--- src/cbps_pkg.sv ---
`timescale 1ns / 1ps
// ============================================================================
// cbps_pkg
// Shared types and constants of the bichromatic close-pair sweep block.
// ============================================================================
package cbps_pkg;

   localparam int COORD_W   = 14;
   localparam int RADIUS_W  = 12;
   localparam int PCOUNT_W  = 11;
   localparam int TOTAL_W   = 32;
   localparam int STATUS_W  = 2;
   localparam int SQ_W      = 2 * COORD_W;
   localparam int LIMIT_W   = 2 * RADIUS_W + 4;
   localparam logic [PCOUNT_W-1:0] COUNT_SAT = '1;

   localparam logic OP_ENTER = 1'b0;
   localparam logic OP_LEAVE = 1'b1;

   typedef enum logic [STATUS_W-1:0] {
      ST_OK   = 2'd0,
      ST_FULL = 2'd1,
      ST_MISS = 2'd2
   } status_type;

   typedef enum logic [2:0] {
      S_IDLE,
      S_SCAN,
      S_DECIDE,
      S_MOVE_RD,
      S_MOVE_WR,
      S_RESP
   } state_type;

   typedef struct packed {
      logic             color;
      logic [COORD_W-1:0] y;
      logic [COORD_W-1:0] x;
   } entry_type;

   typedef struct packed {
      logic load;
      logic scan_step;
      logic commit;
      logic ins_write;
      logic move_read;
      logic move_write;
      logic rsp_load;
      logic clear;
   } cmd_type;

   typedef struct packed {
      logic scan_done;
      logic pipe_empty;
      logic match;
      logic full;
      logic leave;
      logic last;
   } stat_type;

endpackage

--- src/cbps_ctrl.sv ---
`timescale 1ns / 1ps
// ============================================================================
// cbps_ctrl
// Sequencer of the sweep block: event intake, table scan, update, response.
// ============================================================================
module cbps_ctrl
   import cbps_pkg::*;
(
   input  logic     clock,
   input  logic     reset,
   input  logic     req_valid,
   output logic     req_stall,
   output logic     rsp_valid,
   input  logic     rsp_stall,
   input  stat_type st,
   output cmd_type  cmd
);

   state_type state_ff, state_in;
   logic      rsp_valid_ff, rsp_valid_in;

   always_ff @(posedge clock) begin
      if (reset) begin
         state_ff     <= S_IDLE;
         rsp_valid_ff <= 1'b0;
      end else begin
         state_ff     <= state_in;
         rsp_valid_ff <= rsp_valid_in;
      end
   end

   always_comb begin
      state_in  = state_ff;
      cmd       = '0;
      req_stall = (state_ff != S_IDLE);
      case (state_ff)
         S_IDLE: begin
            if (req_valid) begin
               cmd.load = 1'b1;
               state_in = S_SCAN;
            end
         end
         S_SCAN: begin
            cmd.scan_step = !st.scan_done;
            if (st.scan_done && st.pipe_empty) begin
               state_in = S_DECIDE;
            end
         end
         S_DECIDE: begin
            cmd.commit    = 1'b1;
            cmd.ins_write = !st.leave && !st.match && !st.full;
            state_in      = (st.leave && st.match) ? S_MOVE_RD : S_RESP;
         end
         S_MOVE_RD: begin
            cmd.move_read = 1'b1;
            state_in      = S_MOVE_WR;
         end
         S_MOVE_WR: begin
            cmd.move_write = 1'b1;
            state_in       = S_RESP;
         end
         S_RESP: begin
            if (!rsp_valid_ff || !rsp_stall) begin
               cmd.rsp_load = 1'b1;
               cmd.clear    = st.last;
               state_in     = S_IDLE;
            end
         end
         default: begin
            state_in = S_IDLE;
         end
      endcase
   end

   always_comb begin
      if (cmd.rsp_load) begin
         rsp_valid_in = 1'b1;
      end else if (!rsp_stall) begin
         rsp_valid_in = 1'b0;
      end else begin
         rsp_valid_in = rsp_valid_ff;
      end
   end

   assign rsp_valid = rsp_valid_ff;

endmodule

--- config.mk ---
export PLATFORM = sky130hd
export DESIGN_NAME = cbps_ctrl
export DESIGN_NICKNAME = d
export VERILOG_FILES = /design/src/cbps_pkg.sv /design/src/cbps_ctrl.sv
export SDC_FILE = /design/constraint.sdc
export NUM_CORES = 1
export LEC_CHECK = 0
export ABC_CLOCK_PERIOD_IN_PS = 1660
export BUFFER_PORTS_ARGS = -buffer_cell sky130_fd_sc_hd__buf_2
export CAP_MARGIN = 15
export CORE_AREA = 2 2 39 41
export DETAILED_ROUTE_END_ITERATION = 16
export DIE_AREA = 0 0 41 43
export MAX_ROUTING_LAYER = met4
export PLACE_DENSITY_LB_ADDON = 0.3
export RECOVER_POWER = 50
export SYNTH_ARGS = -nofsm -noshare
export SYNTH_HDL_FRONTEND = slang
export SYNTH_SLANG_ARGS = --single-unit
--- constraint.sdc ---
create_clock -name clock -period 1.66 [get_ports clock]
set_input_delay 0.166 -clock clock [delete_from_list [all_inputs] [get_ports clock]]
set_output_delay 0.166 -clock clock [all_outputs]
set_load 0.03 [all_outputs]
Yosys cells after proc, flatten, opt, wreduce, memory -nomap -nowiden
Cells that the tools add are included.
Word-level totals
  output and inout bits: 10
  bits in registers: 4
  word-level logic and storage cells: 40
  input port bits: 10
Operators by class
  multiplexer cells: 15
  reductions and logical operators: 14
  equality and inequality tests: 9
Operator list (count)
  $pmux 3 s6: 1
  $mux 3: 4
  $mux 1: 7
  $eq 3x2->1 const B: 2
  $eq 3x3->1 const B: 2
  $logic_not 1->1: 6
  $mux 2: 3
  $ne 2x2->1 const B: 3
  $logic_and 1x1->1: 4
  $eq 3x1->1 const B: 1
  $logic_not 3->1: 1
  $reduce_and 3->1: 1
  $reduce_bool 3->1: 1
  $ne 2x1->1 const B: 1
  $logic_or 1x1->1: 1

Logic depth before layout (Yosys ltp)
  depth after elaboration: 5
  depth in mapped cells: 4
  depth with buffers taken out: 3

Worst setup path before layout
Ideal clock, no wire load.
  kind: register -> output
  start: register state_ff[0]
  end: output port cmd[6] in the netlist's numbering
  path buffers: 1
  data required time: 1.494 ns
  cell stages (with the launch flop): 3
  slack: 0.006 ns
  arrival: 1.488 ns
  path through: dfxtp_1 > clkbuf_2 > nor4b_1
RTL lines
  start: declaration: line cbps_ctrl.sv:19  | state_type state_ff, state_in;
  start signal: assignment: line cbps_ctrl.sv:27  | state_ff <= state_in;
  end: declaration: line cbps_ctrl.sv:16  | output cmd_type cmd

==> results.json <==
{
  "fin_crit_ns": 1.57,
  "clkPwrFrac_pct": 38.6,
  "htreeDepth": 1,
  "critPathRequiredTime_ns": 1.49,
  "setup_tns_ns": 0,
  "yosys.cell_count.top_type": "nor2_1",
  "vias_per_cell": 4.25,
  "critPathCaptureType": "primary output",
  "die_w_microns": 41,
  "final_nets": 67,
  "finalSetupViolations": 0,
  "met1_usage_pct": 9.62,
  "ys_types": 23,
  "grt_util_met2_pct": 11.3,
  "synth_top_area_share_pct": 28.1,
  "grt_pass1_vias": 266,
  "port_buffers": 19,
  "cts.sinks": 4,
  "gr-usage-all-layers_pct": 8.02,
  "numCtsBuffers": 3,
  "synth_edf_count": 0,
  "power_density_mw_per_mm2": 729,
  "num_vias": 302,
  "final_util_pct": 29.3,
  "drt_wl_total_microns": 620,
  "synth_seq_cells": 4,
  "antenna_found_initial": 0,
  "cts-root-buf": "clkbuf_4",
  "clock_path_buffers": 2,
  "num_rows": 14,
  "grt_max_degree": 12,
  "avgSynthCellArea_sq_um": 8.15,
  "synth_area_leaders": "dfxtp_1, nor4b_4, nor2_1, and2b_1, and2_1",
  "grt.busiest_layer": "met2",
  "holdCritPathClass": "in -> reg",
  "worst_slack_ns": 0.0939,
  "drt_iter0_markers": 1,
  "fin_crit_sh_pct": 94.3,
  "ys_seq_area_share_pct": 28.1,
  "insertion_delay_ns": 0.23,
  "gp_congestion": 0.726,
  "slew_headroom_pct": 75.8,
  "ant_nets": 0,
  "nFillCells": 160,
  "p_int_mw": 0.213,
  "io_pins": 20,
  "ir_drop_mv": 0.246,
  "core-area_sq_mm": 0.00138,
  "synth_nets": 45,
  "synth-main-ff-cell": "dfxtp_1",
  "drc_errors": 0,
  "maxCapViolations": 0,
  "syn-instance-count": 35,
  "wire_per_inst_microns": 8.73,
  "syn_area_sq_um": 285,
  "outcome": "finished, final reports clean",
  "die_y_microns": 43,
  "async_reset_ff_share_pct": 0,
  "tightest_slew_ns": 0.365,
  "worstPathMaxFanout": 8,
  "netSwitchingPower_mw": 0.0823,
  "syn2layout_area_growth_pct": 42.1,
  "yosysWarnings": 0,
  "report.final.slew_viol_count": 0,
  "yosysTopAreaCell": "dfxtp_1",
  "start_util_pct": 20.6,
  "share_seq_of_total_power_pct": 37.0,
  "grt_pass1_wl_microns": 959,
  "clk_pin_slew_ns": 0.03,
  "cp-start-kind": "register",
  "crit_type": "reg -> out",
  "diodes": 0,
  "p_total_mw": 0.295,
  "switching_share_pct": 27.8,
  "fp.dieArea_sq_mm": 0.00176,
  "cts_tree": "built",
  "drt-pass1-iter-count": 2,
  "post-place-ws_ns": 0.341,
  "drive_gt1_share_pct": 43.6,
  "power_frac_comb_pct": 24.5,
  "fin_skew_ns": 0.00103,
  "critical_path_arrival_ns": 1.40,
  "rsz0062_at_grt": "no",
  "grt.overflow.total": 0,
  "met3_usage_pct": 3.14,
  "power.leakage_nw": 0.205,
  "ys_top_cells_by_count": "nor2_1, dfxtp_1, nand2_1",
  "hold_violations": 0,
  "clock.fmax_mhz": 639
}
-- state kept, by name, indices dropped and copies added (netlist names) --
name,count
rsp_valid,1
state_ff,3
-- layout by cell type (no fill, tap or decap), types with 2 or more instances in the layout --
cell and n:
and2_1 2, clkbuf_1 3, nand2_1 3, clkbuf_4 3, nor2_1 6, buf_2 16
dfxtp_1 3, and2b_1 2
-- power groups by stage --
stage          combinational [mW]  sequential, mW  clock, mW
5_1_grt                    0.0786           0.110      0.131
3_5_place_dp               0.0732           0.110          0
2_1_floorplan              0.0521           0.105          0
6_report                   0.0722           0.109      0.114
4_1_cts                    0.0736           0.109      0.121
3_3_place_gp               0.0730           0.110          0
-- metrics by stage --
step / hold slack (ns) / instance area (sq um) / cells
2_1_floorplan: 0.235 / 285 / 35
3_3_place_gp: 0.373 / 388 / 68
3_5_place_dp: 0.375 / 388 / 68
4_1_cts: 0.133 / 410 / 71
5_1_grt: 0.143 / 405 / 71
6_report: 0.138 / 405 / 71
-- final timing paths --
check / from / endpoint / slack (ns) / cells past startpoint
worst max-delay path: state_ff[1]$_SDFFE_PP0P_ / cmd[4] / 0.09 / 4
worst max register to register: state_ff[1]$_SDFFE_PP0P_ / state_ff[0]$_SDFFE_PP0P_ / 0.66 / 3
worst min-delay path: reset / state_ff[2]$_SDFFE_PP0P_ / 0.14 / 2
worst min register to register: rsp_valid$_SDFFE_PP0P_ / rsp_valid$_SDFFE_PP0P_ / 0.56 / 2
-- cell type report --
type / count / area [sq um] / share of cell area [%]
Timing Repair Buffer: 19 / 91.3 / 22.5
Tap cell: 16 / 20.0 / 4.94
Inverter: 1 / 3.75 / 0.926
Clock buffer: 3 / 22.5 / 5.56
Sequential cell: 4 / 81.3 / 20.1
Multi-Input combinational cell: 28 / 186 / 46.0
-- cells by family after synthesis --
logic type | after synthesis | share of synthesized area, %
AO/OA/AOI/OAI | 7 | 17.1
buffers and inverters | 3 | 5.70
flip-flops | 4 | 28.1
AND/OR/NAND/NOR | 21 | 49.1
-- worst max-delay path: stages, from the launching register on --
cell and delay [ns]:
dfxtp_1 0.41, nor2b_1 0.20, and2b_2 0.17, nor4b_4 0.16, buf_2 0.23
-- repair_timing --
item,CTS,global route
setup endpoints to repair,0,1
gates resized for setup,0,1
setup buffers,0,0
hold buffers,0,0
-- per-layer routing --
metal	part of all wire (%)	vias up
met5	0	-
met4	0	0
met3	6.3	0
met2	49	8
met1	44	132
li1	-	162
(Power assumes the default switching activity.)
